`config.mk`:
```
export PLATFORM = sky130hd
export DESIGN_NAME = touch_gesture_recognizer
export DESIGN_NICKNAME = d
export VERILOG_FILES = /design/src/tgr_pkg.sv /design/src/touch_gesture_recognizer.sv /design/src/tgr_core.sv
export SDC_FILE = /design/constraint.sdc
export NUM_CORES = 1
export LEC_CHECK = 0
export ABC_CLOCK_PERIOD_IN_PS = 6100
export BUFFER_PORTS_ARGS = -buffer_cell sky130_fd_sc_hd__buf_2
export CORE_UTILIZATION = 35
export DETAILED_ROUTE_END_ITERATION = 7
export SKIP_LAST_GASP = 1
export SLEW_MARGIN = 5
export SYNTH_ARGS = -nofsm -noshare
export SYNTH_HDL_FRONTEND = slang
export SYNTH_SLANG_ARGS = --single-unit
```
`constraint.sdc`:
```
create_clock -name clk -period 6.1 [get_ports clk]
set_input_delay 1.22 -clock clk [delete_from_list [all_inputs] [get_ports clk]]
set_output_delay 1.22 -clock clk [all_outputs]
set_load 0.01 [all_outputs]
```
`src/tgr_pkg.sv`:
```
// shared types, constants and codes for the touch gesture recognizer
package tgr_pkg;

	localparam int COORD_BITS    = 12;
	localparam int TIME_BITS     = 32;
	localparam int THR_BITS      = 12;
	localparam int TOUT_BITS     = 16;
	localparam int MOVE_BITS     = 12;
	localparam int GAP_BITS      = 16;
	localparam int CFG_IDX_BITS  = 2;
	localparam int CFG_DATA_BITS = 16;

	localparam int IN_BITS       = TIME_BITS + 2 * COORD_BITS + 2;
	localparam int IN_BYTES_BITS = ((IN_BITS + 7) / 8) * 8;
	localparam int OUT_BITS      = 4 + 4 * COORD_BITS;
	localparam int OUT_BYTES_BITS = ((OUT_BITS + 7) / 8) * 8;

	typedef enum logic [CFG_IDX_BITS-1:0] {
		REG_SWIPE_THRESHOLD = 2'd0,
		REG_TAP_TIMEOUT     = 2'd1,
		REG_TAP_MAX_MOVE    = 2'd2,
		REG_DOUBLE_TAP_GAP  = 2'd3
	} cfg_reg_t;

	typedef enum logic [3:0] {
		GEST_NONE        = 4'd0,
		GEST_TAP         = 4'd1,
		GEST_DOUBLE_TAP  = 4'd2,
		GEST_ONE_LEFT    = 4'd3,
		GEST_ONE_RIGHT   = 4'd4,
		GEST_ONE_UP      = 4'd5,
		GEST_ONE_DOWN    = 4'd6,
		GEST_TWO_LEFT    = 4'd7,
		GEST_TWO_RIGHT   = 4'd8,
		GEST_TWO_UP      = 4'd9,
		GEST_TWO_DOWN    = 4'd10
	} gesture_t;

	// touch sample, last field in the lowest bits
	typedef struct packed {
		logic                  second_present;
		logic [COORD_BITS-1:0] first_y;
		logic [COORD_BITS-1:0] first_x;
		logic                  first_present;
		logic [TIME_BITS-1:0]  time_ms;
	} sample_t;

	// classification result, last field in the lowest bits
	typedef struct packed {
		logic [COORD_BITS-1:0] end_y;
		logic [COORD_BITS-1:0] end_x;
		logic [COORD_BITS-1:0] start_y;
		logic [COORD_BITS-1:0] start_x;
		gesture_t              gesture;
	} result_t;

	// configuration write request
	typedef struct packed {
		logic                     we;
		cfg_reg_t                 index;
		logic [CFG_DATA_BITS-1:0] data;
	} cfg_wr_t;

endpackage

```
`src/touch_gesture_recognizer.sv`:
```
// Touch gesture recognizer: input register, classification core, output register.
// An accepted sample word passes the input register, then the output register, to m_tdata.
// Throughput: one sample word per cycle; only an output stall holds the input register.
// Each sample word yields exactly one result word, in order.
// Reset (arst_n low) clears tracking state and both valid flags and loads
// the default thresholds: swipe 50, tap timeout 200, tap move 10, double tap gap 300.
module touch_gesture_recognizer
	import tgr_pkg::*;
(
	input  logic                      clk,
	input  logic                      arst_n,
	// configuration write port
	input  logic                      cfg_we,
	input  logic [CFG_IDX_BITS-1:0]   cfg_index,
	input  logic [CFG_DATA_BITS-1:0]  cfg_data,
	// sample words
	input  logic                      s_tvalid,
	output logic                      s_tready,
	// time_ms, first_present, first_x, first_y, second_present, zero fill
	input  logic [IN_BYTES_BITS-1:0]  s_tdata,
	// result words
	output logic                      m_tvalid,
	input  logic                      m_tready,
	// gesture, start_x, start_y, end_x, end_y, zero fill
	output logic [OUT_BYTES_BITS-1:0] m_tdata
);

	logic    in_valid_s1;
	sample_t sample_s1;
	logic    out_valid_q;
	result_t result_q;
	result_t result_d;
	cfg_wr_t cfg;
	logic    out_free;
	logic    advance;

	assign out_free = !out_valid_q || m_tready;
	assign advance  = in_valid_s1 && out_free;
	assign s_tready = !in_valid_s1 || out_free;

	assign cfg.we    = cfg_we;
	assign cfg.index = cfg_reg_t'(cfg_index);
	assign cfg.data  = cfg_data;

	// input register
	always_ff @(posedge clk or negedge arst_n) begin
		if (!arst_n) begin
			in_valid_s1 <= 1'b0;
		end else if (s_tready) begin
			in_valid_s1 <= s_tvalid;
		end
	end

	always_ff @(posedge clk) begin
		if (s_tready && s_tvalid)
			sample_s1 <= sample_t'(s_tdata[IN_BITS-1:0]);
	end

	tgr_core u_core (
		.clk    (clk),
		.arst_n (arst_n),
		.cfg    (cfg),
		.step   (advance),
		.sample (sample_s1),
		.result (result_d)
	);

	// output register
	always_ff @(posedge clk or negedge arst_n) begin
		if (!arst_n) begin
			out_valid_q <= 1'b0;
		end else if (out_free) begin
			out_valid_q <= in_valid_s1;
		end
	end

	always_ff @(posedge clk) begin
		if (advance)
			result_q <= result_d;
	end

	assign m_tvalid = out_valid_q;
	assign m_tdata  = OUT_BYTES_BITS'(result_q);

	// input side stalls only behind a full, stalled output register
	assert property (@(posedge clk) disable iff (!arst_n)
		!s_tready |-> (m_tvalid && !m_tready))
		else $error("input stalled while output register could move");

	// a held sample is not dropped while the output is blocked
	assert property (@(posedge clk) disable iff (!arst_n)
		(in_valid_s1 && !out_free) |=> in_valid_s1)
		else $error("pending sample lost during output stall");

	// gesture code stays within the defined set
	assert property (@(posedge clk) disable iff (!arst_n)
		m_tvalid |-> (m_tdata[3:0] <= GEST_TWO_DOWN))
		else $error("gesture code out of range");

endmodule

```
`src/tgr_core.sv`:
```
// touch tracking state, configuration registers and gesture classification
module tgr_core
	import tgr_pkg::*;
(
	input  logic    clk,
	input  logic    arst_n,
	input  cfg_wr_t cfg,
	input  logic    step,
	input  sample_t sample,
	output result_t result
);

	localparam int MAG_W = (COORD_BITS > THR_BITS) ?
		((COORD_BITS > MOVE_BITS) ? COORD_BITS : MOVE_BITS) :
		((THR_BITS > MOVE_BITS) ? THR_BITS : MOVE_BITS);

	logic [THR_BITS-1:0]   swipe_threshold_q;
	logic [TOUT_BITS-1:0]  tap_timeout_q;
	logic [MOVE_BITS-1:0]  tap_max_move_q;
	logic [GAP_BITS-1:0]   double_tap_gap_q;

	logic                  tracking_q, tracking_d;
	logic                  two_fingers_q, two_fingers_d;
	logic [TIME_BITS-1:0]  start_time_q, start_time_d;
	logic [TIME_BITS-1:0]  last_tap_q, last_tap_d;
	logic [COORD_BITS-1:0] origin_x_q, origin_x_d, origin_y_q, origin_y_d;
	logic [COORD_BITS-1:0] latest_x_q, latest_x_d, latest_y_q, latest_y_d;

	logic signed [COORD_BITS:0] dx, dy;
	logic [COORD_BITS-1:0]      abs_dx, abs_dy;
	logic [MAG_W-1:0]           mag_dx, mag_dy, thr_w, move_w;
	logic [TIME_BITS-1:0]       duration, tap_gap;
	logic                       release_touch, is_tap;
	gesture_t                   gesture_d, swipe_gesture;

	// configuration registers
	always_ff @(posedge clk or negedge arst_n) begin
		if (!arst_n) begin
			swipe_threshold_q <= THR_BITS'(50);
			tap_timeout_q     <= TOUT_BITS'(200);
			tap_max_move_q    <= MOVE_BITS'(10);
			double_tap_gap_q  <= GAP_BITS'(300);
		end else if (cfg.we) begin
			unique case (cfg.index)
				REG_SWIPE_THRESHOLD: swipe_threshold_q <= cfg.data[THR_BITS-1:0];
				REG_TAP_TIMEOUT:     tap_timeout_q     <= cfg.data[TOUT_BITS-1:0];
				REG_TAP_MAX_MOVE:    tap_max_move_q    <= cfg.data[MOVE_BITS-1:0];
				REG_DOUBLE_TAP_GAP:  double_tap_gap_q  <= cfg.data[GAP_BITS-1:0];
				default: ;
			endcase
		end
	end

	// movement, duration and tap gap of the current touch
	always_comb begin
		dx       = $signed({1'b0, latest_x_q}) - $signed({1'b0, origin_x_q});
		dy       = $signed({1'b0, latest_y_q}) - $signed({1'b0, origin_y_q});
		abs_dx   = dx[COORD_BITS] ? COORD_BITS'(-dx) : dx[COORD_BITS-1:0];
		abs_dy   = dy[COORD_BITS] ? COORD_BITS'(-dy) : dy[COORD_BITS-1:0];
		mag_dx   = MAG_W'(abs_dx);
		mag_dy   = MAG_W'(abs_dy);
		thr_w    = MAG_W'(swipe_threshold_q);
		move_w   = MAG_W'(tap_max_move_q);
		duration = sample.time_ms - start_time_q;
		tap_gap  = sample.time_ms - last_tap_q;
		is_tap   = (duration < TIME_BITS'(tap_timeout_q)) &&
			(mag_dx < move_w) && (mag_dy < move_w);
	end

	// swipe along the dominant axis, vertical wins a tie
	always_comb begin
		swipe_gesture = GEST_NONE;
		if (mag_dx > mag_dy) begin
			if (mag_dx >= thr_w) begin
				if (!dx[COORD_BITS] && (dx != '0))
					swipe_gesture = two_fingers_q ? GEST_TWO_RIGHT : GEST_ONE_RIGHT;
				else
					swipe_gesture = two_fingers_q ? GEST_TWO_LEFT : GEST_ONE_LEFT;
			end
		end else begin
			if (mag_dy >= thr_w) begin
				if (!dy[COORD_BITS] && (dy != '0))
					swipe_gesture = two_fingers_q ? GEST_TWO_DOWN : GEST_ONE_DOWN;
				else
					swipe_gesture = two_fingers_q ? GEST_TWO_UP : GEST_ONE_UP;
			end
		end
	end

	// next state for one sample
	always_comb begin
		tracking_d    = tracking_q;
		two_fingers_d = two_fingers_q;
		start_time_d  = start_time_q;
		last_tap_d    = last_tap_q;
		origin_x_d    = origin_x_q;
		origin_y_d    = origin_y_q;
		latest_x_d    = latest_x_q;
		latest_y_d    = latest_y_q;
		gesture_d     = GEST_NONE;
		release_touch = 1'b0;
		if ((sample.first_present || sample.second_present) && !tracking_q) begin
			// touch start latches finger one even if only finger two landed
			start_time_d  = sample.time_ms;
			origin_x_d    = sample.first_x;
			origin_y_d    = sample.first_y;
			latest_x_d    = sample.first_x;
			latest_y_d    = sample.first_y;
			tracking_d    = 1'b1;
			two_fingers_d = sample.first_present && sample.second_present;
		end else begin
			if (tracking_q && sample.first_present && sample.second_present)
				two_fingers_d = 1'b1;
			if (sample.first_present) begin
				latest_x_d = sample.first_x;
				latest_y_d = sample.first_y;
			end
			release_touch = !sample.first_present && !sample.second_present && tracking_q;
			if (release_touch) begin
				tracking_d = 1'b0;
				if (is_tap) begin
					if (tap_gap < TIME_BITS'(double_tap_gap_q)) begin
						gesture_d  = GEST_DOUBLE_TAP;
						last_tap_d = '0;
					end else begin
						gesture_d  = GEST_TAP;
						last_tap_d = sample.time_ms;
					end
				end else begin
					gesture_d = swipe_gesture;
				end
			end
		end
	end

	// tracking state
	always_ff @(posedge clk or negedge arst_n) begin
		if (!arst_n) begin
			tracking_q    <= 1'b0;
			two_fingers_q <= 1'b0;
			start_time_q  <= '0;
			last_tap_q    <= '0;
			origin_x_q    <= '0;
			origin_y_q    <= '0;
			latest_x_q    <= '0;
			latest_y_q    <= '0;
		end else if (step) begin
			tracking_q    <= tracking_d;
			two_fingers_q <= two_fingers_d;
			start_time_q  <= start_time_d;
			last_tap_q    <= last_tap_d;
			origin_x_q    <= origin_x_d;
			origin_y_q    <= origin_y_d;
			latest_x_q    <= latest_x_d;
			latest_y_q    <= latest_y_d;
		end
	end

	// result reports the state after this sample
	always_comb begin
		result.gesture = gesture_d;
		result.start_x = origin_x_d;
		result.start_y = origin_y_d;
		result.end_x   = latest_x_d;
		result.end_y   = latest_y_d;
	end

endmodule
```
==> impl_metrics.csv <==
group,metric,value,unit
setup_path,path_class,"reg2reg",
min_path,worstHoldPathType,"reg2reg",
synthesis,netlist_top_cells_count,"222 x nand2_1, 179 x ha_1, 178 x inv_1",
floorplan,fp.dieH,232,microns
pwr,power.internal,6.67,mW
synthesis,syn_avg_cell_area,9.77,sq um
sta,hold_viol,0,
grt,grt_pass1_vias,14700,
floorplan,pin_count,145,
synthesis,synth-xor-area-share,3.49,%
synthesis,synth-edff-count,110,
setup_path,end_kind,"register",
pwr,clock_power_share,16.6,%
setup_path,crit_required,6420,ps
sta,setup_violations,0,
floorplan,row_count,84,
pwr,swShare,44.7,%
sta,relSlewSlack,34.5,%
synthesis,yosys.area.top_type_share,21.6,%
place,hpwl,37500,microns
layout,drive_above_1_share,18.7,%
setup_path,cp-startpoint,"u_core.latest_x_q[0]",
setup_path,startpoint_type,"register",
synthesis,synth-compound-area-share,16.9,%
drt,drt_iter0_drc,793,
pwr,max-vdd-ir-drop,0.329,mV
layout,fillers,5085,
cts,path_clk_slew,60,ps
setup_path,reg2reg_from,"u_core.latest_x_q[0]",
setup_path,reg2regPathDepth,23,
synthesis,synth_adder_area_share,12.5,%
job,maxCapViolCount,0,
sta,slew_viol_final,0,
setup_path,r2r-end,"m_tdata[0]",
floorplan,dieArea,0.0539,sq mm
cts,htreeDepth,2,
cts,clock-sinks,282,
floorplan,core_area,0.0524,sq mm
drt,highest_layer,"met5",
synthesis,synthCells,1898,
pwr,combPwrFrac,61.7,%
sta,fin_crit,5790,ps
sta,finalClockSkew,28.0,ps
place,portBuffers,134,
sta,fin_crit_sh,95.0,%
synthesis,synthSimpleGateAreaFrac,13.9,%
cts,clock_latency,570,ps
sta,tns,0,ps
cts,ctsHoldBuffers,0,
floorplan,start_util,35.4,%
drt,wl_per_cell,18.3,microns
cts,cts_buffers,35,
grt,antenna_found_initial,4,
place,dp.cells,2675,
drt,drc_errors,0,
layout,nNetsFinal,2294,
run_status,status,"finished, final reports clean",
synthesis,yosys.area.top_type,"dfrtp_1",
sta,rsz0062_at_grt,"true",
grt,grt_overflow_total,0,
drt,wl_met3,2460,microns
grt,grt_pass1_wl,79900,microns
sta,fin_hold_ws,493,ps
place,place_congestion,0.888,
drt,first_pass_iters,5,
synthesis,ys_seq_elements,282,
synthesis,ys.flop_type,"dfrtp_1",
synthesis,yosysWarnings,0,
drt,drt-vias-per-instance,5.36,
synthesis,synthesis.area,0.0186,sq mm
layout,syn_to_final_growth,14.3,%
pwr,power_density,569,mW/mm^2
synthesis,ys_types,91,
setup_path,crit_arrival,6110,ps
drt,met2RoutedLength,23800,microns
sta,fmax,173,MHz
setup_path,worst-path-max-fanout,5,
drt,wl_met1,22600,microns
cts,clock_path_buffers,3,
layout,final_cells,2740,
synthesis,ys_async_sr_fraction,61.0,%
synthesis,netlist_top_cells_area,"dfrtp_1 22%, edfxtp_1 18%, ha_1 12%, mux2_2 6.6%, nand2_1 4.5%",
pwr,design_power_total,12.1,mW
synthesis,seq_area_frac_synth,41.1,%
synthesis,synth_top_family_by_area,"compound AO/OA/AOI/OAI gates",
setup_path,rrSetupSlack,310,ps
grt,grt_max_degree,92,
setup_path,endpoint,"m_tdata[0]",
drt,wl,50000,microns
cts,cts_tree,"built",
synthesis,synth_most_common_cell,"nand2_1",
floorplan,die_width,232,microns
grt,track_usage,18.8,%
drt,ant_nets,0,
synthesis,synthMuxAreaShare,6.72,%
drt,via_count,14700,
pwr,switchingPower,5.39,mW
sta,worst_pin_slew,980,ps
pwr,p_leak,9.26,nW
cts,cts-root-buf,"clkbuf_16",
pwr,power.share.sequential,21.7,%
==> flip-flops by register name, summed over array words and instances, names as in the netlist <==
register,cells
sample_s1,58
u_core.latest_y_q,12
m_tdata,52
u_core.start_time_q,32
u_core.tracking_q,1
u_core.tap_timeout_q,16
u_core.double_tap_gap_q,16
u_core.latest_x_q,12
u_core.last_tap_q,32
in_valid_s1,1
u_core.origin_x_q,12
u_core.move_w,12
u_core.origin_y_q,12
m_tvalid,1
u_core.swipe_threshold_q,12
u_core.two_fingers_q,1
==> placed cells by master (no fill, tap or decap), drive strengths merged, types with 12 or more instances in the layout <==
master     n
o2111ai   12
or2       12
clkinv    17
nor3      29
xor2      33
a21o      35
nor2      85
a22o      32
o21a      17
o211ai    21
mux2     108
a31oi     20
buf      157
a211oi    12
edfxtp   110
and3      15
o21ai    123
ha       179
nand2    223
inv      180
xnor2     41
dfstp     12
clkbuf    39
nor4      13
nand3     33
a21oi    110
nor2b     16
dfrtp    160
nand2b    23
nand4     30
==> layer usage <==
metal | vias to the layer above | GRT usage, %
met5 | - | 0
met4 | 4 | 5.53
met3 | 90 | 3.16
met2 | 347 | 31.3
met1 | 7149 | 24.8
li1 | 7099 | -
==> how the worst min path moves through the flow <==
stage	from	end	slack, ps	depth (start not counted)
global placement	u_core.start_time_q[0]	u_core.start_time_q[0]	470	2
floorplan	u_core.start_time_q[0]	u_core.start_time_q[0]	450	2
finish	u_core.start_time_q[0]	u_core.start_time_q[0]	490	2
CTS	u_core.start_time_q[0]	u_core.start_time_q[0]	500	2
global route	u_core.last_tap_q[2]	u_core.last_tap_q[2]	510	1
detailed placement	u_core.start_time_q[0]	u_core.start_time_q[0]	490	2
==> repair_timing <==
item | 4_1_cts | 5_1_grt
setup buffers | 0 | 0
gates resized for setup | 1 | 18
setup endpoints to repair | 32 | 36
pin swaps | 0 | 1
cloned | 0 | 0
==> power groups by stage <==
stage | clock (mW) | combinational (mW) | sequential [mW]
2_1_floorplan | 0 | 5.30 | 2.62
3_3_place_gp | 0 | 7.04 | 2.63
3_5_place_dp | 0 | 7.27 | 2.65
4_1_cts | 2.06 | 7.33 | 2.62
5_1_grt | 2.13 | 8.43 | 2.67
6_report | 2.00 | 7.45 | 2.62
==> kinds of logic after synthesis <==
logic type               after synthesis
buffers and inverters                249
flip-flops                           282
other                                  1
XOR/XNOR                              74
adder cells (fa/ha/maj)              183
AO/OA/AOI/OAI                        469
AND/OR/NAND/NOR                      529
multiplexers                         111
==> worst max-delay path: stages (launching register included) <==
cell	delay, ps
dfrtp_1	350
inv_1	60
ha_1	230
fa_1	410
nor2b_1	190
o2111ai_1	190
a31oi_2	280
xnor2_1	250
nor3b_2	270
a21oi_1	110
xnor2_1	130
buf_4	160
ha_1	320
and3_4	200
and3_4	180
nor4_4	280
o2111ai_1	150
nor4_1	290
nand2_1	100
or4_4	530
nor4_4	400
buf_4	200
inv_1	40
o211a_1	200
==> metrics by stage <==
step	instance area (sq um)	util, %	setup slack (ps)
2_1_floorplan	18600	-	699
3_3_place_gp	20000	38.1	188
3_5_place_dp	20000	38.1	16.9
4_1_cts	21100	40.2	89.9
5_1_grt	21200	40.4	-33.9
6_report	21200	40.4	306
==> final cells by class <==
type                       instances  area, sq um  share of cell area [%]
clock buffer                      39          891                    4.20
tap                              688          861                    4.06
clock inverter                    25          211                   0.997
timing repair buffer             157          875                    4.12
sequential                       282         7620                    35.9
inverter                         178          671                    3.16
multi-input combinational       1370        10100                    47.5
antenna                            1         2.50                  0.0118
No activity file was read; power rests on OpenSTA's default activity.
